`config.mk`:
```
export PLATFORM = sky130hd
export DESIGN_NAME = rdc_horner_cell
export DESIGN_NICKNAME = d
export VERILOG_FILES = /design/src/design/rdc_pkg.sv /design/src/design/rdc_horner_cell.sv
export SDC_FILE = /design/constraint.sdc
export NUM_CORES = 1
export LEC_CHECK = 0
export BUFFER_PORTS_ARGS = -buffer_cell sky130_fd_sc_hd__buf_2
export CORE_MARGIN = 10
export CORE_UTILIZATION = 30
export CTS_BUF_LIST = sky130_fd_sc_hd__clkbuf_8 sky130_fd_sc_hd__clkbuf_16
export CTS_CLUSTER_SIZE = 10
export DETAILED_ROUTE_END_ITERATION = 12
export GPL_TIMING_DRIVEN = 0
export SETUP_SLACK_MARGIN = 0.05
export SYNTH_ARGS = -nofsm -noshare
export SYNTH_HDL_FRONTEND = slang
export SYNTH_SLANG_ARGS = --single-unit
export TNS_END_PERCENT = 100
```
`constraint.sdc`:
```
create_clock -name aclk -period 6.97 [get_ports aclk]
set_input_delay 0.3485 -clock aclk [delete_from_list [all_inputs] [get_ports aclk]]
set_output_delay 0.3485 -clock aclk [all_outputs]
set_load 0.03 [all_outputs]
```
`src/design/rdc_pkg.sv`:
```
// Shared types, constants and helper functions for the radix display converter.
// Used by the accumulate and divide cells, the top level and the port checker.
package rdc_pkg;

    localparam int DIGITS    = 7;
    localparam int SYM_IN_W  = 8;
    localparam int SYM_OUT_W = 7;
    localparam int BASE_W    = 5;
    localparam int DIG_W     = 4;
    localparam int VAL_W     = DIG_W * DIGITS;
    localparam int POW_W     = VAL_W + 1;
    localparam int BIT_STEPS = DIG_W;
    localparam int STEP_W    = 2;
    localparam int NUM_DIV   = DIGITS * BIT_STEPS;

    localparam int IN_W      = DIGITS * SYM_IN_W + 2 * BASE_W;
    localparam int S_TDATA_W = ((IN_W + 7) / 8) * 8;
    localparam int OUT_W     = DIGITS * SYM_OUT_W + 1;
    localparam int M_TDATA_W = ((OUT_W + 7) / 8) * 8;

    localparam logic [STEP_W-1:0]   STEP_LAST = STEP_W'(BIT_STEPS - 1);
    localparam logic [BASE_W-1:0]   BASE_MIN  = 5'd2;
    localparam logic [BASE_W-1:0]   BASE_MAX  = 5'd16;
    localparam logic [SYM_OUT_W-1:0] CH_SPACE = 7'h20;
    localparam logic [SYM_OUT_W-1:0] CH_ZERO  = 7'h30;
    localparam logic [SYM_OUT_W-1:0] CH_ALPHA = 7'h41;
    localparam logic [SYM_IN_W-1:0]  IN_ZERO  = 8'h30;
    localparam logic [SYM_IN_W-1:0]  IN_NINE  = 8'h39;
    localparam logic [SYM_IN_W-1:0]  IN_A     = 8'h41;
    localparam logic [SYM_IN_W-1:0]  IN_F     = 8'h46;

    typedef logic [DIG_W-1:0] digit_t;

    // Item travelling through the accumulate cells
    typedef struct packed {
        logic [DIGITS-1:0][SYM_IN_W-1:0] syms;   // index 0 is consumed next
        logic [BASE_W-1:0]               fb;
        logic [BASE_W-1:0]               tb;
        logic [VAL_W-1:0]                value;
        logic [DIGITS:0][POW_W-1:0]      pw;     // index 0 is the newest power
    } horner_t;

    // Item travelling through the divide cells
    typedef struct packed {
        logic [VAL_W-1:0]               rem;
        logic [VAL_W-1:0]               trial;
        logic [DIGITS-1:0][VAL_W-1:0]   pows;    // index 0 is the next divisor
        logic [DIGITS-1:0][DIG_W-1:0]   digs;    // finished digits, newest in 0
        digit_t                         cur;
        logic [STEP_W-1:0]              step;
        logic                           ovf;
    } div_t;

    function automatic digit_t sym_value(input logic [SYM_IN_W-1:0] sym);
        digit_t d;
        d = '0;
        if (sym >= IN_ZERO && sym <= IN_NINE) begin
            d = DIG_W'(sym - IN_ZERO);
        end else if (sym >= IN_A && sym <= IN_F) begin
            d = DIG_W'(sym - IN_A + 8'd10);
        end
        return d;
    endfunction

    function automatic logic [SYM_OUT_W-1:0] digit_char(input digit_t d);
        logic [SYM_OUT_W-1:0] c;
        if (d < 4'd10) begin
            c = CH_ZERO + SYM_OUT_W'(d);
        end else begin
            c = CH_ALPHA + SYM_OUT_W'(d - 4'd10);
        end
        return c;
    endfunction

    function automatic logic [BASE_W-1:0] clamp_base(input logic [BASE_W-1:0] b);
        logic [BASE_W-1:0] r;
        if (b < BASE_MIN) begin
            r = BASE_MIN;
        end else if (b > BASE_MAX) begin
            r = BASE_MAX;
        end else begin
            r = b;
        end
        return r;
    endfunction

endpackage

```
`src/design/rdc_horner_cell.sv`:
```
// Accumulate cell: folds one input character into the running value and
// raises the target base power by one. Depends on rdc_pkg.
module rdc_horner_cell import rdc_pkg::*; (
    input  logic    aclk,
    input  logic    aresetn,
    input  logic    ce,
    input  logic    in_valid,
    input  horner_t in_data,
    output logic    out_valid,
    output horner_t out_data
);

    logic                      valid_reg;
    horner_t                   data_reg;
    horner_t                   data_next;
    logic [VAL_W+BASE_W-1:0]   val_prod;
    logic [POW_W+BASE_W-1:0]   pow_prod;

    always_comb begin
        val_prod = in_data.value * in_data.fb;
        pow_prod = in_data.pw[0] * in_data.tb;
        data_next       = in_data;
        data_next.syms  = in_data.syms >> SYM_IN_W;
        // exact: the running value never exceeds VAL_W bits
        data_next.value = val_prod[VAL_W-1:0] + VAL_W'(sym_value(in_data.syms[0]));
        data_next.pw    = in_data.pw << POW_W;
        data_next.pw[0] = pow_prod[POW_W-1:0];
    end

    always_ff @(posedge aclk) begin
        if (!aresetn) begin
            valid_reg <= 1'b0;
        end else if (ce) begin
            valid_reg <= in_valid;
        end
    end

    always_ff @(posedge aclk) begin
        if (ce) begin
            data_reg <= data_next;
        end
    end

    assign out_valid = valid_reg;
    assign out_data  = data_reg;

endmodule

```
# ---- Word level (Yosys, flattened, before mapping)
# Index checks and enable logic that the tools add are counted.
dict set report word_totals {
  reg_bits 319
  output_inout_bits 327
  wordCells 32
}
dict set report op_classes {
  n_addsub 4
  multipliers 2
  mux 2
  n_lt_le_gt_ge 4
  reduce_logical 2
}
# operator count
set ops {}
lappend ops {{multiplier 29 x 5 -> 29 bit} 1}
lappend ops {{adder 28 x 4 -> 28 bit} 1}
lappend ops {{multiplier 28 x 5 -> 28 bit} 1}
lappend ops {{>= comparator 8 x 6 -> 1 bit (second input constant)} 1}
lappend ops {{>= comparator 8 x 7 -> 1 bit (second input constant)} 1}
lappend ops {{<= comparator 8 x 6 -> 1 bit (second input constant)} 1}
lappend ops {{<= comparator 8 x 7 -> 1 bit (second input constant)} 1}
lappend ops {{two-way mux 4 bit} 2}
lappend ops {{subtractor 4 x 1 -> 4 bit (second input constant)} 2}
lappend ops {{adder 4 bit (second input constant)} 1}
lappend ops {{logical AND 1 bit} 2}

# ---- Logic depth before layout (Yosys ltp)
# Gate-level depths: netlist (run 1).
dict set report logic_depth {
  depth_word 5
  depth_mapped 21
  depth_no_buf 21
}

# ---- Worst setup path after synthesis (run 1)
# No wires, ideal clock.
dict set report synth_path {
  kind {input -> register}
  startpoint {input in_data[271] (netlist bit)}
  endpoint {register data_reg, in the netlist out_data[256] (data pin)}
  t_arrival_ns 4.499
  cell_stages 18
  setup_ns 0.259
  path_slack_ns 2.211
  required_time_ns 6.711
  n_path_buf 0
  path_cell_list {inv_1 ha_1 o21bai_1 a2111oi_0 a21oi_1 fa_1 inv_1 ha_1 fa_1 inv_1 fa_1 nand2b_1 a21oi_1 o21bai_1 o31ai_2 a311o_1 a21oi_1 xnor2_1}
}
# item line_no
set synth_rtl {}
lappend synth_rtl {{start: declaration} rdc_horner_cell.sv:8} ;# input horner_t in_data,
lappend synth_rtl {{end signal: assignment} rdc_horner_cell.sv:40} ;# data_reg <= data_next;
lappend synth_rtl {{end: declaration} rdc_horner_cell.sv:14} ;# horner_t data_reg;

==> impl_summary.txt, run 1 <==
----------------------------------------------------
[Hold path]
  End of the worst hold path ... out_data[260]$_DFFE_PP_
  Worst hold path class ... in2reg
  Min-Delay Startpoint ... in_data[260]
  Instance count along the most critical hold path ... 1

[Timing]
  Worst slew pin tran ... 949 ps
  Slew Limit Fails ... 0
  Top achievable clock speed ... 178 MHz
  Final Hold Viols ... 0
  Clock Skews ... 0 ps
  Final setup violation count ... 0
  Setup repair after global routing missed its margin ... false
  Max_slew headroom ... 0.368
  Final Critical Period ... 5620 ps
  Setup TNS after final layout ... 0 ps
  Final period utilization ... 0.806

[Synth]
  Post-synth ARST share ... 0
  Number of synthesized flops with an enable pin ... 318
  Warning count from the yosys run ... 0
  Unique masters post-synth ... 57
  Flip-flop and latch count after synthesis ... 319
  Proportion of synthesized chip area in sequential cells ... 0.546
  Ys flop type ... sky130_fd_sc_hd__edfxtp_1
  Cells after synthesis ... 1287
  Cell area after synthesis ... 17500 um^2
  Avg Inst Size Synth ... 13.6 um^2

[Critical path]
  Largest stage delay on the critical path ... 690 ps
  Endpoint arrival time on the critical path ... 5920 ps
  End of the worst register-to-register path ... out_valid$_SDFFE_PN0P_
  Number of cells traversed by the worst register-to-register path ... 2
  Cells along the critical path ... dlygate4sd3_1 -> buf_2 -> clkbuf_1 -> clkbuf_1 -> nand2_1 -> fa_1 -> inv_1 -> fa_1 -> fa_1 -> ha_1 -> nand3_1 -> nor4b_1 -> a211oi_1 -> a21oi_1 -> nand4_1 -> a31oi_1 -> xor2_1
  Slowest stage cell, crit path ... sky130_fd_sc_hd__nor4b_1
  Critical setup path kind ... in2reg
  Setup crit start kind ... input port
  Cell seen most often among critical-path stages ... sky130_fd_sc_hd__fa_1
  Required time reported for the critical path endpoint ... 7270 ps
  R2R Setup Slk ... 6360 ps
  Endpoint kind of the worst setup timing path ... flop
  Worst R2R Start ... out_valid$_SDFFE_PN0P_
  Crit path max fanout ... 10

[GRT]
  Met1 Track Usage GR ... 0.184
  GRT met3 Usage ... 0.0627
  Total grt overflow ... 0
  Wire length of the first global-routing pass ... 94600 um
  Maximum number of pins on one net before global-route repair ... 131
  Number of antenna violations at the first check in global routing ... 18
  Via count of the first global-routing pass ... 14600
  All-Layer GR Usage ... 0.187
  Busiest layer in global routing ... met2
  Met2 Track Usage GR ... 0.341

[Floorplanning]
  Rows ... 88
  Die Y-Extent ... 262 um
  Total Die Area ... 68500 um^2
  Die Span X ... 262 um
  Placeable core region ... 57800 um^2
  I/O Pins ... 657
  Initial core utilization ... 0.303

[Cells and area]
  Total Nets Final ... 2751
  Non-Filler Instances ... 2989
  Share of the core filled with cells ... 0.437
  Fraction of layout cells with a size suffix above 1 ... 0.314
  Area delta synth->final ... 44.3%

[Placed design]
  Half-perimeter wire length after detailed placement ... 52500 um
  Number of input and output port buffers inserted ... 619
  GP Congestion ... 0.917
  Count of placed standard cells including taps ... 2680

[Routing]
  Count of antenna-violating nets left after detailed routing ... 0
  Via count normalized by instance count ... 4.52
  # DRC ... 0
  Routed WL ... 66300 um
  Total number of vias ... 13500
  Routed WL per cell ... 22.2 um
  DRT iter0 DRCs ... 668
  Number of search-and-repair iterations in the first detailed-routing pass ... 5

[Power]
  Worst IR drop on VDD ... 0.000199 V
  Leakage dissipation ... 0.0115 uW
  P per Cell Area ... 295 nW/um^2
  Power Total ... 7450 uW

[Clock network]
  Number of sinks handled by clock tree synthesis ... 319
  Number of buffers added for setup after CTS ... 0
  CTS tree ... done
  Latest clock arrival within the worst-skew pair ... 560 ps
  Clock root buffer master ... sky130_fd_sc_hd__clkbuf_16
  Post_cts resized ... 0
  Number of H-tree branching levels ... 2
  Number of buffers added by the clock tree synthesis step ... 42
  Clock-pin transition on the worst setup and hold timing paths ... 50 ps
  Maximum buffer depth of the clock tree ... 3

[Run]
  Number of maximum-capacitance violations ... 0

[Status]
  Outcome ... finished clean

----------------------------------------------------
==> power by group <==
group          leakage [uW]  internal, uW  switching [uW]  total [uW]
combinational       0.00771           993            1820        2810
clock              0.000693          1240             831        2070
sequential          0.00312          2490            71.7        2560
total                0.0115          4730            2720        7450
==> sequential cells by signal, indices dropped and copies added, names as in the netlist <==
register and count:
out_data 318, out_valid 1
==> critical path: cells and delay by family <==
kind	cells	cell delay [ps]
adder cells (fa/ha/maj)	4	1960
buffers and inverters	5	1650
AND/OR/NAND/NOR	4	1210
AO/OA/AOI/OAI	3	660
XOR/XNOR	1	90
==> what timing repair did <==
item                                   in CTS  in global routing
hold buffers                              226                  0
endpoints found under the hold margin     226                  0
setup endpoints to repair                   0                  0
==> worst max path at each step <==
| stage | cells past startpoint | slack (ps) | startpoint | to |
|---|---|---|---|---|
| after floorplan | 18 | 2210 | in_data[271] | out_data[256]$_DFFE_PP_ |
| after CTS | 17 | 1240 | in_data[262] | out_data[28]$_DFFE_PP_ |
| after global placement | 3 | 800 | ce | out_valid$_SDFFE_PN0P_ |
| after global routing | 17 | 940 | in_data[262] | out_data[26]$_DFFE_PP_ |
| final | 17 | 1350 | in_data[262] | out_data[26]$_DFFE_PP_ |
| after detailed placement | 16 | 1180 | in_data[262] | out_data[28]$_DFFE_PP_ |
==> cell usage in the layout, fill, tap and decap left out, drive strengths merged, types with 14 or more instances in the layout <==
cell type,count
a21o,24
a21oi,45
and2,115
buf,631
clkbuf,68
dlygate4sd3,226
edfxtp,318
fa,148
ha,88
inv,137
nand2,179
nand3,14
nor2,31
o21ai,23
xnor2,38
xor2,19
==> routing by layer <==
metal  share of wire  wire length (um)
met1            0.33             22100
met2            0.52             34500
met3           0.087              5780
met4           0.057              3780
met5          0.0018               121
==> cell families after synthesis <==
family,share of synthesized area
simple gates,0.102
flops,0.546
fa+ha+maj,0.232
buf+inv,0.0358
compound gates,0.0538
xor+xnor,0.0285
mux,0.00121
other cells,0.000214
==> cell type report <==
class                      instances  area (um^2)
multi-input combinational        818         7350
fill                            5371        32500
timing repair buffer             847         5430
sequential                       319         9570
clock buffer                      42         1050
inverter                         121          454
buffer                            36          174
tap                              765          957
clock inverter                    29          270
antenna                           12         30.0
==> synthesized netlist by cell type, drive strengths merged, types with 2 or more instances <==
master	number	area, um^2
a21boi	2	15.0
buf	10	76.3
clkbuf	26	97.6
inv	121	454
ha	88	1100
nor2b	5	31.3
o21a	5	37.5
nand3	14	70.1
o21bai	3	22.5
a21oi	45	229
o31ai	2	25.0
and2	115	719
a2111oi	3	32.5
o22ai	3	18.8
a211o	2	17.5
nand4	6	37.5
nor3	7	35.0
nor2	31	116
o2111ai	2	17.5
edfxtp	318	9550
a21o	24	180
o211ai	3	27.5
nor4	2	12.5
nand2b	6	37.5
xnor2	38	333
a221oi	2	23.8
a31oi	6	37.5
nand2	179	672
fa	148	2960
o21ai	23	115
and3	7	45.1
a211oi	7	57.6
xor2	19	166
==> stage by stage <==
step / hold WS [ps] / worst slack (ps) / instance area (um^2)
CTS: 2.96 / 1240 / 25300
finish: 35.4 / 1350 / 25300
floorplan: 447 / 2210 / 17500
global placement: 504 / 801 / 21600
detailed placement: 513 / 1180 / 21700
global route: 5.99 / 942 / 25300
No activity file was read; power rests on OpenSTA's default activity.
==> inputs of run 2 (changes only) <==
clock period = 5.4 ns   (was 6.97 ns; I/O delays follow)
==> run 2 against run 1 <==
Die area is the same. Via count rose by 0.47%. Count of clock-buffer cells in the layout is the same. Critical endpoint is now out_data[257]$_DFFE_PP_. Largest power group unchanged. Highest routed layer unchanged. Utilization up 0.44 points. Setup slack worse by 1000 ps.
==> impl_summary.txt, run 2 (synthesis gave the netlist of run 1 again) <==
----------------------------------------------------
[Status]
  Outcome ... finished clean (unchanged)

[Timing]
  Setup repair after global routing missed its margin ... false (unchanged)
  Top achievable clock speed ... 198 MHz
  Smallest hold slack ... 22.8 ps (was 35.4 ps)
  Final setup violation count ... 0 (unchanged)
  Final period utilization ... 0.936
  Final Hold Viols ... 0 (unchanged)
  Clock Skews ... 0 ps (unchanged)
  Worst slew pin tran ... 956 ps (was 949 ps)
  Slew Limit Fails ... 0 (unchanged)
  Final Critical Period ... 5060 ps
  Max_slew headroom ... 0.363 (was 0.368)

[Floorplanning]
  Rows ... 88 (unchanged)
  Placeable core region ... 57800 um^2 (unchanged)
  Initial core utilization ... 0.303 (unchanged)
  Die Span X ... 262 um (unchanged)
  Total Die Area ... 68500 um^2 (unchanged)
  Die Y-Extent ... 262 um (unchanged)
  I/O Pins ... 657 (unchanged)

[Clock network]
  Number of H-tree branching levels ... 2 (unchanged)
  Latest clock arrival within the worst-skew pair ... 560 ps (about the same)
  Clock-pin transition on the worst setup and hold timing paths ... 50 ps (about the same)
  Clock root buffer master ... sky130_fd_sc_hd__clkbuf_16 (unchanged)
  CTS tree ... done (unchanged)
  Number of buffers added by the clock tree synthesis step ... 42 (unchanged)
  Maximum buffer depth of the clock tree ... 3 (unchanged)
  Number of sinks handled by clock tree synthesis ... 319 (unchanged)
  Number of buffers added for setup after CTS ... 0 (unchanged)

[Hold path]
  Min-Delay Startpoint ... in_data[21] (was in_data[260])
  Worst hold path class ... in2reg (unchanged)
  End of the worst hold path ... out_data[50]$_DFFE_PP_ (was out_data[260]$_DFFE_PP_)
  Instance count along the most critical hold path ... 1 (unchanged)

[Cells and area]
  Largest register FFs ... 318 (unchanged)
  Non-Filler Instances ... 3012 (was 2989)
  Fraction of layout cells with a size suffix above 1 ... 0.312 (was 0.314)
  Post-route cell area ... 25500 um^2 (was 25300 um^2)
  # fillers ... 5352 (was 5371)
  Total Nets Final ... 2774 (was 2751)
  Most frequent standard cell in the layout excluding fill and tap cells ... sky130_fd_sc_hd__buf_2 (unchanged)
  Most frequent cells in the layout ... sky130_fd_sc_hd__buf_2 (619), sky130_fd_sc_hd__edfxtp_1 (318), sky130_fd_sc_hd__dlygate4sd3_1 (250), sky130_fd_sc_hd__nand2_1 (179), sky130_fd_sc_hd__fa_1 (148) (was sky130_fd_sc_hd__buf_2 (619), sky130_fd_sc_hd__edfxtp_1 (318), sky130_fd_sc_hd__dlygate4sd3_1 (226), sky130_fd_sc_hd__nand2_1 (179), sky130_fd_sc_hd__fa_1 (148))
  Share of the core filled with cells ... 0.442 (was 0.437)
  Area delta synth->final ... 45.7% (was 44.3%)

[Placed design]
  GP Congestion ... 0.917 (unchanged)
  Number of input and output port buffers inserted ... 619 (unchanged)
  Post-Place Cell Area ... 21700 um^2 (unchanged)
  Count of placed standard cells including taps ... 2680 (unchanged)
  Half-perimeter wire length after detailed placement ... 52500 um (unchanged)

[Routing]
  Count of antenna-violating nets left after detailed routing ... 0 (unchanged)
  # DRC ... 0 (unchanged)
  Number of search-and-repair iterations in the first detailed-routing pass ... 5 (unchanged)
  Via count normalized by instance count ... 4.51 (was 4.52)
  Total number of vias ... 13600 (was 13500)
  Routed WL per cell ... 22.1 um (was 22.2 um)
  DRT iter0 DRCs ... 679 (was 668)
  Routed WL ... 66600 um (was 66300 um)

[Critical path]
  Endpoint arrival time on the critical path ... 5390 ps (was 5920 ps)
  Required time reported for the critical path endpoint ... 5740 ps (was 7270 ps)
  Worst R2R Start ... out_valid$_SDFFE_PN0P_ (unchanged)
  Critical setup path kind ... in2reg (unchanged)
  Cells along the critical path ... dlygate4sd3_1 -> buf_2 -> clkbuf_1 -> nand2_1 -> fa_1 -> inv_1 -> fa_1 -> fa_1 -> ha_1 -> nand4_1 -> o211ai_2 -> nor3_1 -> o31ai_2 -> a31oi_1 -> o211a_1 -> a2111oi_2 (was dlygate4sd3_1 -> buf_2 -> clkbuf_1 -> clkbuf_1 -> nand2_1 -> fa_1 -> inv_1 -> fa_1 -> fa_1 -> ha_1 -> nand3_1 -> nor4b_1 -> a211oi_1 -> a21oi_1 -> nand4_1 -> a31oi_1 -> xor2_1)
  Number of cells traversed by the worst register-to-register path ... 3 (was 2)
  Setup crit start kind ... input port (unchanged)
  Crit path max fanout ... 10 (unchanged)
  Endpoint kind of the worst setup timing path ... flop (unchanged)
  Cell seen most often among critical-path stages ... sky130_fd_sc_hd__fa_1 (unchanged)
  Largest stage delay on the critical path ... 530 ps (was 690 ps)
  End of the worst register-to-register path ... out_valid$_SDFFE_PN0P_ (unchanged)
  Slowest stage cell, crit path ... sky130_fd_sc_hd__dlygate4sd3_1 (was sky130_fd_sc_hd__nor4b_1)
  R2R Setup Slk ... 4240 ps (was 6360 ps)

[GRT]
  Number of antenna violations at the first check in global routing ... 18 (unchanged)
  Maximum number of pins on one net before global-route repair ... 131 (unchanged)
  Via count of the first global-routing pass ... 14700 (was 14600)
  Total grt overflow ... 0 (unchanged)
  All-Layer GR Usage ... 0.189 (was 0.187)
  Wire length of the first global-routing pass ... 95300 um (was 94600 um)

[Run]
  Number of maximum-capacitance violations ... 0 (unchanged)

[Power]
  Worst IR drop on VDD ... 0.000255 V (was 0.000199 V)
  P per Cell Area ... 377 nW/um^2 (was 295 nW/um^2)
  Leakage dissipation ... 0.0116 uW (was 0.0115 uW)

----------------------------------------------------
run 2: cell count changes in the layout (fill, tap and decap cells not counted), sizes merged:
cell / change
dlygate4sd3: +24
clkbuf: -1
run 2: final cells by class:
| cell class | count | area [um^2] | area share |
|---|---|---|---|
| inverter | 121 | 454 | 0.0178 |
| buffer | 35 | 173 | 0.00676 |
| timing repair buffer | 871 | 5670 | 0.222 |
| multi-input combinational | 818 | 7370 | 0.289 |
| clock buffer | 42 | 1050 | 0.0412 |
| sequential | 319 | 9570 | 0.375 |
| tap | 765 | 957 | 0.0375 |
| antenna | 12 | 30.0 | 0.00118 |
| clock inverter | 29 | 270 | 0.0106 |
run 2: metrics by stage:
| stage | setup TNS, ps | power [uW] | setup slack, ps |
|---|---|---|---|
| 6_report | 0 | 9630 | 345 |
| 5_1_grt | 0 | 10200 | 58.1 |
| 4_1_cts | 0 | 9800 | 109 |
| 3_5_place_dp | -2020 | 6870 | -315 |
| 3_3_place_gp | -162500 | 6850 | -691 |
| 2_1_floorplan | 0 | 5710 | 720 |
run 2: power by group:
group	internal (uW)	total (uW)	switching, uW
logic	1300	3650	2350
clock network	1600	2680	1070
registers	3220	3310	92.9
run 2: worst max-delay path, delay by kind of cell:
family          cells  cell delay, ps
fa+ha+maj           4            1920
simple gates        3             420
buf+inv             4            1200
compound gates      5            1570
run 2: repair_timing:
action | 4_1_cts | 5_1_grt
hold endpoints to repair | 249 | 0
resized for setup | 0 | 7
setup endpoints to repair | 0 | 9
hold buffers | 250 | 0
run 2: layer usage:
layer  track usage  vias up  wire, um
met1         0.187     6702     22400
met5             0        -        80
met2         0.342      483     34700
met4         0.108       12      3810
li1              -     6257         -
met3        0.0600      122      5540
run 2: worst max path at each step:
stage,depth (start not counted),start,slack (ps),to
after global routing,18,in_data[271],60,out_data[257]$_DFFE_PP_
after CTS,17,in_data[267],110,out_data[257]$_DFFE_PP_
after floorplan,18,in_data[271],720,out_data[256]$_DFFE_PP_
after detailed placement,16,in_data[262],-320,out_data[28]$_DFFE_PP_
final,16,in_data[268],340,out_data[257]$_DFFE_PP_
after global placement,3,ce,-690,out_valid$_SDFFE_PN0P_
