===== src/design/rdc_pkg.sv =====
// Shared types, constants and helper functions for the radix display converter.
// Used by the accumulate and divide cells, the top level and the port checker.
package rdc_pkg;

    localparam int DIGITS    = 7;
    localparam int SYM_IN_W  = 8;
    localparam int SYM_OUT_W = 7;
    localparam int BASE_W    = 5;
    localparam int DIG_W     = 4;
    localparam int VAL_W     = DIG_W * DIGITS;
    localparam int POW_W     = VAL_W + 1;
    localparam int BIT_STEPS = DIG_W;
    localparam int STEP_W    = 2;
    localparam int NUM_DIV   = DIGITS * BIT_STEPS;

    localparam int IN_W      = DIGITS * SYM_IN_W + 2 * BASE_W;
    localparam int S_TDATA_W = ((IN_W + 7) / 8) * 8;
    localparam int OUT_W     = DIGITS * SYM_OUT_W + 1;
    localparam int M_TDATA_W = ((OUT_W + 7) / 8) * 8;

    localparam logic [STEP_W-1:0]   STEP_LAST = STEP_W'(BIT_STEPS - 1);
    localparam logic [BASE_W-1:0]   BASE_MIN  = 5'd2;
    localparam logic [BASE_W-1:0]   BASE_MAX  = 5'd16;
    localparam logic [SYM_OUT_W-1:0] CH_SPACE = 7'h20;
    localparam logic [SYM_OUT_W-1:0] CH_ZERO  = 7'h30;
    localparam logic [SYM_OUT_W-1:0] CH_ALPHA = 7'h41;
    localparam logic [SYM_IN_W-1:0]  IN_ZERO  = 8'h30;
    localparam logic [SYM_IN_W-1:0]  IN_NINE  = 8'h39;
    localparam logic [SYM_IN_W-1:0]  IN_A     = 8'h41;
    localparam logic [SYM_IN_W-1:0]  IN_F     = 8'h46;

    typedef logic [DIG_W-1:0] digit_t;

    // Item travelling through the accumulate cells
    typedef struct packed {
        logic [DIGITS-1:0][SYM_IN_W-1:0] syms;   // index 0 is consumed next
        logic [BASE_W-1:0]               fb;
        logic [BASE_W-1:0]               tb;
        logic [VAL_W-1:0]                value;
        logic [DIGITS:0][POW_W-1:0]      pw;     // index 0 is the newest power
    } horner_t;

    // Item travelling through the divide cells
    typedef struct packed {
        logic [VAL_W-1:0]               rem;
        logic [VAL_W-1:0]               trial;
        logic [DIGITS-1:0][VAL_W-1:0]   pows;    // index 0 is the next divisor
        logic [DIGITS-1:0][DIG_W-1:0]   digs;    // finished digits, newest in 0
        digit_t                         cur;
        logic [STEP_W-1:0]              step;
        logic                           ovf;
    } div_t;

    function automatic digit_t sym_value(input logic [SYM_IN_W-1:0] sym);
        digit_t d;
        d = '0;
        if (sym >= IN_ZERO && sym <= IN_NINE) begin
            d = DIG_W'(sym - IN_ZERO);
        end else if (sym >= IN_A && sym <= IN_F) begin
            d = DIG_W'(sym - IN_A + 8'd10);
        end
        return d;
    endfunction

    function automatic logic [SYM_OUT_W-1:0] digit_char(input digit_t d);
        logic [SYM_OUT_W-1:0] c;
        if (d < 4'd10) begin
            c = CH_ZERO + SYM_OUT_W'(d);
        end else begin
            c = CH_ALPHA + SYM_OUT_W'(d - 4'd10);
        end
        return c;
    endfunction

    function automatic logic [BASE_W-1:0] clamp_base(input logic [BASE_W-1:0] b);
        logic [BASE_W-1:0] r;
        if (b < BASE_MIN) begin
            r = BASE_MIN;
        end else if (b > BASE_MAX) begin
            r = BASE_MAX;
        end else begin
            r = b;
        end
        return r;
    endfunction

endpackage


===== src/design/rdc_div_cell.sv =====
// Divide cell: settles one quotient bit of the current target digit by
// compare and subtract, and moves on to the next digit after the last bit.
// Depends on rdc_pkg.
module rdc_div_cell import rdc_pkg::*; (
    input  logic aclk,
    input  logic aresetn,
    input  logic ce,
    input  logic in_valid,
    input  div_t in_data,
    output logic out_valid,
    output div_t out_data
);

    logic   valid_reg;
    div_t   data_reg;
    div_t   data_next;
    logic   ge;
    digit_t cur_bits;

    always_comb begin
        ge        = in_data.rem >= in_data.trial;
        cur_bits  = {in_data.cur[DIG_W-2:0], ge};
        data_next = in_data;
        data_next.rem = ge ? in_data.rem - in_data.trial : in_data.rem;
        if (in_data.step == STEP_LAST) begin
            // digit done: store it and load the next power
            data_next.digs    = in_data.digs << DIG_W;
            data_next.digs[0] = cur_bits;
            data_next.cur     = '0;
            data_next.trial   = in_data.pows[0] << (BIT_STEPS - 1);
            data_next.pows    = in_data.pows >> VAL_W;
            data_next.step    = '0;
        end else begin
            data_next.cur   = cur_bits;
            data_next.trial = in_data.trial >> 1;
            data_next.step  = in_data.step + STEP_W'(1);
        end
    end

    always_ff @(posedge aclk) begin
        if (!aresetn) begin
            valid_reg <= 1'b0;
        end else if (ce) begin
            valid_reg <= in_valid;
        end
    end

    always_ff @(posedge aclk) begin
        if (ce) begin
            data_reg <= data_next;
        end
    end

    assign out_valid = valid_reg;
    assign out_data  = data_reg;

endmodule


===== config.mk =====
export PLATFORM = sky130hd
export DESIGN_NAME = rdc_div_cell
export DESIGN_NICKNAME = d
export VERILOG_FILES = /design/src/design/rdc_pkg.sv /design/src/design/rdc_div_cell.sv
export SDC_FILE = /design/constraint.sdc
export NUM_CORES = 1
export LEC_CHECK = 0
export ABC_AREA = 1
export BUFFER_PORTS_ARGS = -buffer_cell sky130_fd_sc_hd__buf_4
export CAP_MARGIN = 10
export CORE_AREA = 2 2 228 230
export DETAILED_ROUTE_END_ITERATION = 10
export DIE_AREA = 0 0 230 232
export PLACE_DENSITY = 0.56
export SLEW_MARGIN = 20
export SYNTH_ARGS = -nofsm -noshare
export SYNTH_HDL_FRONTEND = slang
export SYNTH_SLANG_ARGS = --single-unit

===== constraint.sdc =====
create_clock -name aclk -period 4.2 [get_ports aclk]
set_input_delay 0.21 -clock aclk [delete_from_list [all_inputs] [get_ports aclk]]
set_output_delay 0.21 -clock aclk [all_outputs]
set_load 0.05 [all_outputs]

# Word level (Yosys, flattened, before mapping)
# Index checks and enable logic that the tools add are counted.
[totals]
reg_bits = 288
input_bits = 291
output_inout_bits = 288
wordCells = 29
[classes]
addsub = 2
n_lt_le_gt_ge = 1
n_eq_ne = 1
muxes = 3
[op_table]
columns = ["cell", "n"]
rows = [
  ["2-to-1 mux 196 bit", 1],
  ["greater-or-equal comparator 28 bit", 1],
  ["2-to-1 mux 28 bit", 1],
  ["subtractor 28 bit", 1],
  ["2-to-1 mux 27 bit", 1],
  ["adder 2 x 1 -> 2 bit (second input constant)", 1],
  ["== test 2 bit (second input constant)", 1],
]

# Longest topological paths before layout
# Gate-level depths: netlist of run 1.
[logic_depth]
word_depth = 2
ltp_mapped = 13
depth_no_buf = 13

# Worst setup path before layout of run 1
# Ideal clock, no wire load.
[synth_path]
path_kind = "input port to flip-flop"
from = "input port in_data[259] in the netlist's numbering"
to = "register data_reg, in the netlist out_data[281] (data pin)"
setup_time_ps = 253
arrival_time_ps = 1712
t_required_ps = 3947
path_slack_ps = 2235
stages = 12
path_buffers = 1
path_cell_list = "inv_1 -> ha_1 -> fa_1 -> inv_1 -> nand3_1 -> nand3_1 -> nand2_1 -> nand3_2 -> nand2_2 -> clkbuf_1 -> nand4_1 -> nand2_1"
[synth_lines]
columns = ["item", "line", "text"]
rows = [
  ["start: declaration", "rdc_div_cell.sv:9", "input div_t in_data,"],
  ["end signal: assignment", "rdc_div_cell.sv:50", "data_reg <= data_next;"],
  ["end: declaration", "rdc_div_cell.sv:15", "div_t data_reg;"],
]

==> results of run 1 <==
## cells by family (layout without fill, tap and decap cells)
family | after synthesis | count (layout) | share of synthesized area (%)
AOI/OAI and AO/OA | 109 | 109 | 3.95
xor gates and xnor gates | 14 | 14 | 0.866
adders and majority gates | 30 | 30 | 2.70
buffers and inverters | 258 | 1169 | 7.16
DFF | 288 | 288 | 61.0
other | 0 | 7 | 0
and+or+nand+nor | 874 | 874 | 24.3
## tightest hold or removal path, delay by kind of cell
family | cells | cell delay [ps]
compound gates | 1 | 130
buf+inv | 2 | 130
## per-stage QoR
| step | worst slack [ps] | power, mW | utilization [%] | std cells |
|---|---|---|---|---|
| 5_1_grt | 1010 | 9.72 | 46.3 | 3168 |
| 3_5_place_dp | 1260 | 6.10 | 37.7 | 2781 |
| 4_1_cts | 1240 | 9.44 | 46.2 | 3164 |
| 2_1_floorplan | 2230 | 5.12 | - | 1573 |
| 3_3_place_gp | 1250 | 6.09 | 37.7 | 2781 |
| 6_report | 1120 | 9.35 | 46.3 | 3171 |
## timing repair
action,4_1_cts,5_1_grt
endpoints found under the setup margin,0,0
resized for setup,0,0
endpoints found under the hold margin,270,0
hold buffers,319,0
## synth_stat cells
cell type	instances
xnor2_1	1
ha_1	29
inv_1	198
buf_6	3
nand4_1	19
o21ai_0	81
o21ai_1	13
a21oi_1	13
o21bai_1	1
a21oi_4	1
xor2_1	13
nor2_1	72
nor3_2	1
fa_1	1
nand3b_1	7
edfxtp_1	287
nand3_4	1
dfxtp_1	1
nand4_4	1
nand2_1	740
buf_2	15
nand3_2	1
buf_4	1
nand3_1	30
nor2_4	1
nand2_2	1
clkbuf_1	41
## flip-flops by register name, summed over array words and instances (netlist names)
signal     count
out_data     287
out_valid      1
## power by group through the flow
stage	sequential (mW)	clock, mW	combinational, mW
2_1_floorplan	4.62	0	0.501
3_3_place_gp	3.64	0	2.45
3_5_place_dp	3.65	0	2.45
4_1_cts	3.59	3.11	2.74
5_1_grt	3.62	3.20	2.90
6_report	3.59	3.01	2.75
## metal layers
| layer | wire length [µm] | share of wire [%] |
|---|---|---|
| met3 | 4140 | 7.1 |
| met4 | 2530 | 4.3 |
| met1 | 22800 | 39 |
| met2 | 28800 | 49 |
| met5 | 0 | 0 |
## worst paths after layout
kind                     from  slack [ps]       endpoint
hold reg to reg     out_valid        1100      out_valid
hold / removal    in_data[22]          30   out_data[22]
setup / recovery   in_data[1]        1120  out_data[191]
setup reg to reg    out_valid        3010      out_valid
## layout make-up
type | count | area (µm²) | share of cell area [%]
clock inverters | 21 | 201 | 0.856
flip-flops and latches | 288 | 8640 | 36.7
repair buffers | 907 | 7640 | 32.4
diodes | 7 | 17.5 | 0.0744
inverters | 198 | 748 | 3.18
clock buffers | 43 | 927 | 3.94
multi-input cells | 1027 | 4520 | 19.2
well taps | 680 | 851 | 3.61
==> impl_metrics.toml, run 1 <==
[sta]
fin_crit_sh_pct = 73.4
setup_viol = 0
rsz0062_at_grt = "false"
hold_viol_final = 0
slew_viol_final = 0
fin_setup_tns_ps = 0
min_period_ps = 3080
max_freq_mhz = 324
skew_ps = 0
hold_ws_ps = 32.1
worst_slew_pin_slew_ps = 1050
slew_headroom_pct = 30.1

[yosys]
syn_area_mm2 = 0.0142
yosysUniqueCellTypes = 27
yosys.area.top_type_share_pct = 60.9
syn-num-nets = 1894
netlist_top_cells_area = "edfxtp_1 (61%), nand2_1 (20%), inv_1 (5.2%)"
yosysWarnings = 0
synth_top_cell_by_area = "edfxtp_1"
ys_seq_elements = 288
avgSynthCellArea_um2 = 9.00
synthCells = 1573
synth_seq_area_share_pct = 61.0

[place]
routabilityCongestion = 0.905
post_dp_cell_area_mm2 = 0.0192
place.detailed.hpwl_um = 42600
numPortBuffers = 577

[floorplan]
fp.dieH_um = 232
start_util_pct = 27.8
dieArea_mm2 = 0.0534
rows = 83
io_pins = 579
die_w_um = 230
core-area_mm2 = 0.0509

[route]
via_count = 14100
first_iter_violations = 945
antenna_left = 0
drc_errors = 0
first_pass_iters = 5
viasPerCell = 4.43
wl_per_cell_um = 18.4
drt-total-wl_um = 58300

[worst_setup_path]
cp-end-kind = "register"
critPathLaunchType = "input port"
critPathMaxStageDelay_ps = 730
cp_slowest_cell = "inv_6"
required_ps = 4490
crit_arrival_ps = 3370
path_buf_inv = 5
path_depth = 7
crit_chain = "dlygate4sd3_1 -> buf_4 -> ha_4 -> inv_6 -> buf_4 -> o21ai_0 -> dlygate4sd3_1"
critPathKind = "in2reg"
r2r_cells = 3
worstPathMaxFanout = 130
cpLargestDelayFamily = "buffers and inverters"

[global_routing]
grtUsageMet1_pct = 24.3
met3_usage_pct = 4.87
grt_remaining_overflow = 0
grt_max_degree = 144
grt_pass1_vias = 14100
grt_usage_pct = 21.0
antenna_found_initial = 5
grt-busiest-layer = "met2"
grt_pass1_wl_um = 84400
use_met2_pct = 36.8

[cts]
numCtsBuffers = 36
cts_sinks = 288
clk_path_buf_depth = 3
htreeDepth = 2
cts_root_buffer = "clkbuf_16"
cts_tree = "done"
clk_latency_ps = 540
clk_pin_slew_worst_paths_ps = 60
post-cts-setup-buffer-count = 0

[worst_hold_path]
min_path_type = "in2reg"
min_path_cells = 3

[pwr]
intPower_mw = 6.22
ir_drop_mv = 0.310
p_clk_share_pct = 32.2
switching_share_pct = 33.5
p_per_area_mw_per_mm2 = 397
power_frac_comb_pct = 29.4
power.share.sequential_pct = 38.4
p_switching_mw = 3.13
total_leakage_power_nw = 11.3

[finish]
nFillCells = 4898
layout_common_cells = "nand2_1 (740), buf_4 (585), dlygate4sd3_1 (319)"
area_growth_syn_to_layout_pct = 66.3
nets = 2779
drive_gt1_share_pct = 26.0
post-route-cell-area_mm2 = 0.0235
layout_commonest_cell = "nand2_1"

[outcome]
outcome = "finished, final reports clean"

[flow_run]
maxCapViolCount = 0
Power figures use the tool's default switching activity.
==> run 2, diff against run 1 <==
--- a/config.mk
+++ b/config.mk
@@ -5,13 +5,13 @@
 export SDC_FILE = /design/constraint.sdc
 export NUM_CORES = 1
 export LEC_CHECK = 0
-export ABC_AREA = 1
+export ABC_AREA = 0
 export BUFFER_PORTS_ARGS = -buffer_cell sky130_fd_sc_hd__buf_4
 export CAP_MARGIN = 10
 export CORE_AREA = 2 2 228 230
 export DETAILED_ROUTE_END_ITERATION = 10
 export DIE_AREA = 0 0 230 232
-export PLACE_DENSITY = 0.56
+export PLACE_DENSITY = 0.54
 export SLEW_MARGIN = 20
 export SYNTH_ARGS = -nofsm -noshare
 export SYNTH_HDL_FRONTEND = slang
==> constraint.sdc (replaced) <==
create_clock -name aclk -period 2.9 [get_ports aclk]
set_input_delay 0.145 -clock aclk [delete_from_list [all_inputs] [get_ports aclk]]
set_output_delay 0.145 -clock aclk [all_outputs]
set_load 0.05 [all_outputs]
==> impl_metrics.toml, run 2 <==
[outcome]
outcome = "finished, final reports clean"

[cts]
numCtsBuffers = 36
cts_root_buffer = "clkbuf_16"
cts_tree = "done"
clk_path_buf_depth = 3
cts_sinks = 288
htreeDepth = 2
clk_pin_slew_worst_paths_ps = 60
clk_latency_ps = 530

[finish]
nFillCells = 4609
nets = 2163
register_area_mm2 = 0.00864
layout_commonest_cell = "buf_4"
post-route-cell-area_mm2 = 0.0232
drive_gt1_share_pct = 46.1
antenna_cells = 0
largest_reg_flops = 287
layout_common_cells = "buf_4 (596), dlygate4sd3_1 (342), edfxtp_1 (287)"
multi_input_area_mm2 = 0.00438
area_growth_syn_to_layout_pct = 74.5

[worst_setup_path]
critPathKind = "in2reg"
crit_arrival_ps = 2980
cp-end-kind = "register"
worstPathMaxFanout = 5
critPathLaunchType = "input port"
reg2reg_from = "out_valid"
required_ps = 3180
startpoint = "in_data[263]"

[yosys]
yosysMostFrequentCell = "edfxtp_1"
async_reset_ff_share_pct = 0
synth_top_cell_by_area = "edfxtp_1"
yosys.area.top_type_share_pct = 64.9
ys_seq_elements = 288
yosysWarnings = 0
synthCells = 895
avgSynthCellArea_um2 = 14.8
synth_flop_cell = "edfxtp_1"
yosysUniqueCellTypes = 50
synthTopCellsByCount = "edfxtp_1 (287), mux2_2 (199), nand2_1 (66)"
synth_seq_area_share_pct = 65.0
syn_area_mm2 = 0.0133
synth_edf_count = 287
netlist_top_cells_area = "edfxtp_1 (65%), mux2_2 (17%), ha_1 (2.7%)"
syn-num-nets = 1216

[pwr]
total_leakage_power_nw = 9.60
p_per_area_mw_per_mm2 = 569
ir_drop_mv = 0.409

[sta]
min_period_ps = 2700
fin_crit_sh_pct = 93.1
slew_headroom_pct = 52.0
skew_ps = 0
setup_viol = 0
worst_slew_pin_slew_ps = 720
max_freq_mhz = 370
hold_viol_final = 0
rsz0062_at_grt = "false"
slew_viol_final = 0
fin_setup_tns_ps = 0

[place]
post_dp_cell_area_mm2 = 0.0187
numPortBuffers = 577
place.detailed.hpwl_um = 37200
routabilityCongestion = 0.846

[global_routing]
grt_usage_pct = 17.8
grt_pass1_vias = 11700
grt_pass1_wl_um = 71800
antenna_found_initial = 0
grt_remaining_overflow = 0
grt_max_degree = 81

[route]
wl_per_cell_um = 19.7
viasPerCell = 4.37
antenna_left = 0
via_count = 11100
drc_errors = 0
first_pass_iters = 5
first_iter_violations = 569
drt-total-wl_um = 50200

[worst_hold_path]
min_path_type = "in2reg"
hp-start = "in_data[257]"

[floorplan]
core-area_mm2 = 0.0509
start_util_pct = 26.1
rows = 83
io_pins = 579
fp.dieH_um = 232
dieArea_mm2 = 0.0534
die_w_um = 230

[flow_run]
maxCapViolCount = 0
## run 2: cells by family (layout without fill, tap and decap cells)
| logic type | Yosys count | count (layout) | synth area share [%] |
|---|---|---|---|
| AO/OA/AOI/OAI | 123 | 123 | 5.68 |
| XOR/XNOR | 25 | 25 | 1.65 |
| adder cells (fa/ha/maj) | 30 | 30 | 2.88 |
| buffers and inverters | 76 | 1047 | 2.18 |
| flip-flops | 288 | 288 | 65.0 |
| multiplexers | 201 | 201 | 17.0 |
| AND/OR/NAND/NOR | 152 | 152 | 5.59 |
## run 2: power breakdown
| group | internal, mW | leakage, nW | switching, mW |
|---|---|---|---|
| Combinational | 1.53 | 6.27 | 2.36 |
| Clock | 2.39 | 0.520 | 1.72 |
| Sequential | 5.07 | 2.81 | 0.129 |
## run 2: routing by layer
layer	track usage, %	vias up	wire (µm)
met3	3.44	81	2470
met1	22.1	5416	20800
met4	6.55	0	1760
met2	30.8	349	25100
met5	0	-	0
li1	-	5269	-
## run 2: per-stage QoR
step / util [%] / power (mW) / setup WS, ps / hold WS, ps / std cells
after floorplan: - / 7.33 / 550 / 244 / 895
after global placement: 36.7 / 8.69 / 50.9 / 324 / 2138
after detailed placement: 36.7 / 8.71 / 17.1 / 334 / 2138
after CTS: 45.5 / 13.3 / 49.5 / 0.231 / 2542
after global routing: 45.6 / 13.7 / 28.4 / 43.6 / 2546
final: 45.6 / 13.2 / 200 / 31.0 / 2546
## run 2: critical path, cell delays in order
cell and delay (ps):
dlygate4sd3_1 540, buf_4 140, ha_1 340, a21oi_1 280, nor4b_1 340, o2bb2ai_1 190, o21ai_0 170, o41ai_1 360
buf_4 180, nand2_1 70, xnor2_1 140, o21ai_0 90
## run 2: final timing paths
path	end	slack [ps]	cells past startpoint
max	out_data[282]	200	12
max reg2reg	out_valid	1700	3
min reg2reg	out_valid	1110	3
min	out_data[256]	30	3
## run 2: repair_timing
| item | 4_1_cts | 5_1_grt |
|---|---|---|
| gates resized for setup | 0 | 0 |
| hold endpoints to repair | 284 | 0 |
| endpoints found under the setup margin | 0 | 27 |
| buffers inserted | 0 | 4 |
| hold buffers | 342 | 0 |
## run 2: layout make-up
type | instances | share of cell area, %
clock buffer | 47 | 4.25
clock inverter | 15 | 0.345
inverter | 36 | 0.583
multi-input combinational | 531 | 18.9
sequential | 288 | 37.3
tap | 680 | 3.67
timing repair buffer | 949 | 35.0
==> run 3, diff against run 2 <==
--- a/config.mk
+++ b/config.mk
@@ -6,12 +6,13 @@
 export NUM_CORES = 1
 export LEC_CHECK = 0
 export ABC_AREA = 0
-export BUFFER_PORTS_ARGS = -buffer_cell sky130_fd_sc_hd__buf_4
 export CAP_MARGIN = 10
 export CORE_AREA = 2 2 228 230
 export DETAILED_ROUTE_END_ITERATION = 10
 export DIE_AREA = 0 0 230 232
-export PLACE_DENSITY = 0.54
+export DONT_BUFFER_PORTS = 1
+export PLACE_DENSITY = 0.38
+export SETUP_SLACK_MARGIN = 0.15
 export SLEW_MARGIN = 20
 export SYNTH_ARGS = -nofsm -noshare
 export SYNTH_HDL_FRONTEND = slang
==> impl_metrics.toml, run 3 <==
[yosys]
synth_top_cell_by_area = "edfxtp_1"
yosys.area.top_type_share_pct = 64.9
yosysUniqueCellTypes = 50
synthCells = 895
synthTopCellsByCount = "edfxtp_1 (287), mux2_2 (199), nand2_1 (66)"
syn-num-nets = 1216
async_reset_ff_share_pct = 0
avgSynthCellArea_um2 = 14.8
netlist_top_cells_area = "edfxtp_1 (65%), mux2_2 (17%), ha_1 (2.7%)"
ys_seq_elements = 288
synth_edf_count = 287
yosysMostFrequentCell = "edfxtp_1"
yosysWarnings = 0
synth_seq_area_share_pct = 65.0
synth_flop_cell = "edfxtp_1"
syn_area_mm2 = 0.0133

[floorplan]
rows = 83
io_pins = 579
die_w_um = 230
fp.dieH_um = 232
start_util_pct = 26.1

[place]
numPortBuffers = 0
place.detailed.hpwl_um = 32800
routabilityCongestion = 0.784

[cts]
post-cts-setup-buffer-count = 0
clk_path_buf_depth = 3
cts_sinks = 288
cts_root_buffer = "clkbuf_16"
cts_resized = 0
numCtsBuffers = 35
htreeDepth = 2
cts_hold_buf = 325

[outcome]
lastStage = "clock tree synthesis (4_1_cts)"
outcome = "aborted with a tool error"
first-error = "[ERROR RSZ-0060] Max buffer count reached."
-- run 3: cell families after synthesis --
logic type | share of synthesized area, %
muxes | 17.0
buffers and inverters | 2.18
AOI/OAI and AO/OA | 5.68
adders and majority gates | 2.88
DFF | 65.0
xor gates and xnor gates | 1.65
and+or+nand+nor | 5.59
-- run 3: stage by stage --
step	cell area [µm²]	utilization, %	std cells	setup slack, ps	hold WS [ps]
2_1_floorplan	13300	-	895	550	244
3_5_place_dp	14200	28.0	1559	108	244
3_3_place_gp	14200	28.0	1559	143	244
==> run 4, diff against run 3 <==
--- a/config.mk
+++ b/config.mk
@@ -7,12 +7,11 @@
 export LEC_CHECK = 0
 export ABC_AREA = 0
 export CAP_MARGIN = 10
-export CORE_AREA = 2 2 228 230
+export CORE_AREA = 2 2 227 229
 export DETAILED_ROUTE_END_ITERATION = 10
-export DIE_AREA = 0 0 230 232
+export DIE_AREA = 0 0 229 231
 export DONT_BUFFER_PORTS = 1
-export PLACE_DENSITY = 0.38
-export SETUP_SLACK_MARGIN = 0.15
+export PLACE_DENSITY_LB_ADDON = 0.15
 export SLEW_MARGIN = 20
 export SYNTH_ARGS = -nofsm -noshare
 export SYNTH_HDL_FRONTEND = slang
==> impl_metrics.toml, run 4 <==
[outcome]
outcome = "aborted with a tool error"
lastStage = "clock tree synthesis (4_1_cts)"
first-error = "[ERROR RSZ-0060] Max buffer count reached."

[floorplan]
fp.dieH_um = 231
die_w_um = 229
start_util_pct = 26.2
rows = 83
io_pins = 579

[yosys]
netlist_top_cells_area = "edfxtp_1 (65%), mux2_2 (17%), ha_1 (2.7%)"
synth_compound_area_share_pct = 5.68
yosysWarnings = 0
ys_seq_elements = 288
synthTopCellsByCount = "edfxtp_1 (287), mux2_2 (199), nand2_1 (66)"
synth_edf_count = 287
avgSynthCellArea_um2 = 14.8
synth_top_family_by_area = "multiplexers"
yosysMostFrequentCell = "edfxtp_1"
synth_top_cell_by_area = "edfxtp_1"
muxShareOfSynthArea_pct = 17.0
yosys.area.top_type_share_pct = 64.9
synthCells = 895
yosysUniqueCellTypes = 50
syn_area_mm2 = 0.0133
synth_fa_ha_area_share_pct = 2.88
synth_xor_area_share_pct = 1.65
syn-num-nets = 1216
async_reset_ff_share_pct = 0
synth_flop_cell = "edfxtp_1"
synth_seq_area_share_pct = 65.0
synth-simple-area-share_pct = 5.59

[cts]
cts_root_buffer = "clkbuf_16"
htreeDepth = 2
cts_sinks = 288
clk_path_buf_depth = 3
cts_resized = 0
numCtsBuffers = 35
post-cts-setup-buffer-count = 0
cts_hold_buf = 323

[place]
routabilityCongestion = 0.811
numPortBuffers = 0
place.detailed.hpwl_um = 32400
==> run 4: cell counts after synthesis <==
Identical to the previous run, type by type.
==> run 4: logic make-up after synthesis <==
group	after synthesis
DFF	288
muxes	201
and+or+nand+nor	152
AOI/OAI and AO/OA	123
buffers and inverters	76
adders and majority gates	30
xor gates and xnor gates	25
==> run 4: through the flow <==
| step | util (%) | worst slack, ps | cell area [µm²] | hold WS [ps] | std cells |
|---|---|---|---|---|---|
| after detailed placement | 28.0 | 172 | 14200 | 244 | 1551 |
| after global placement | 28.0 | 193 | 14200 | 244 | 1551 |
| after floorplan | - | 550 | 13300 | 244 | 895 |
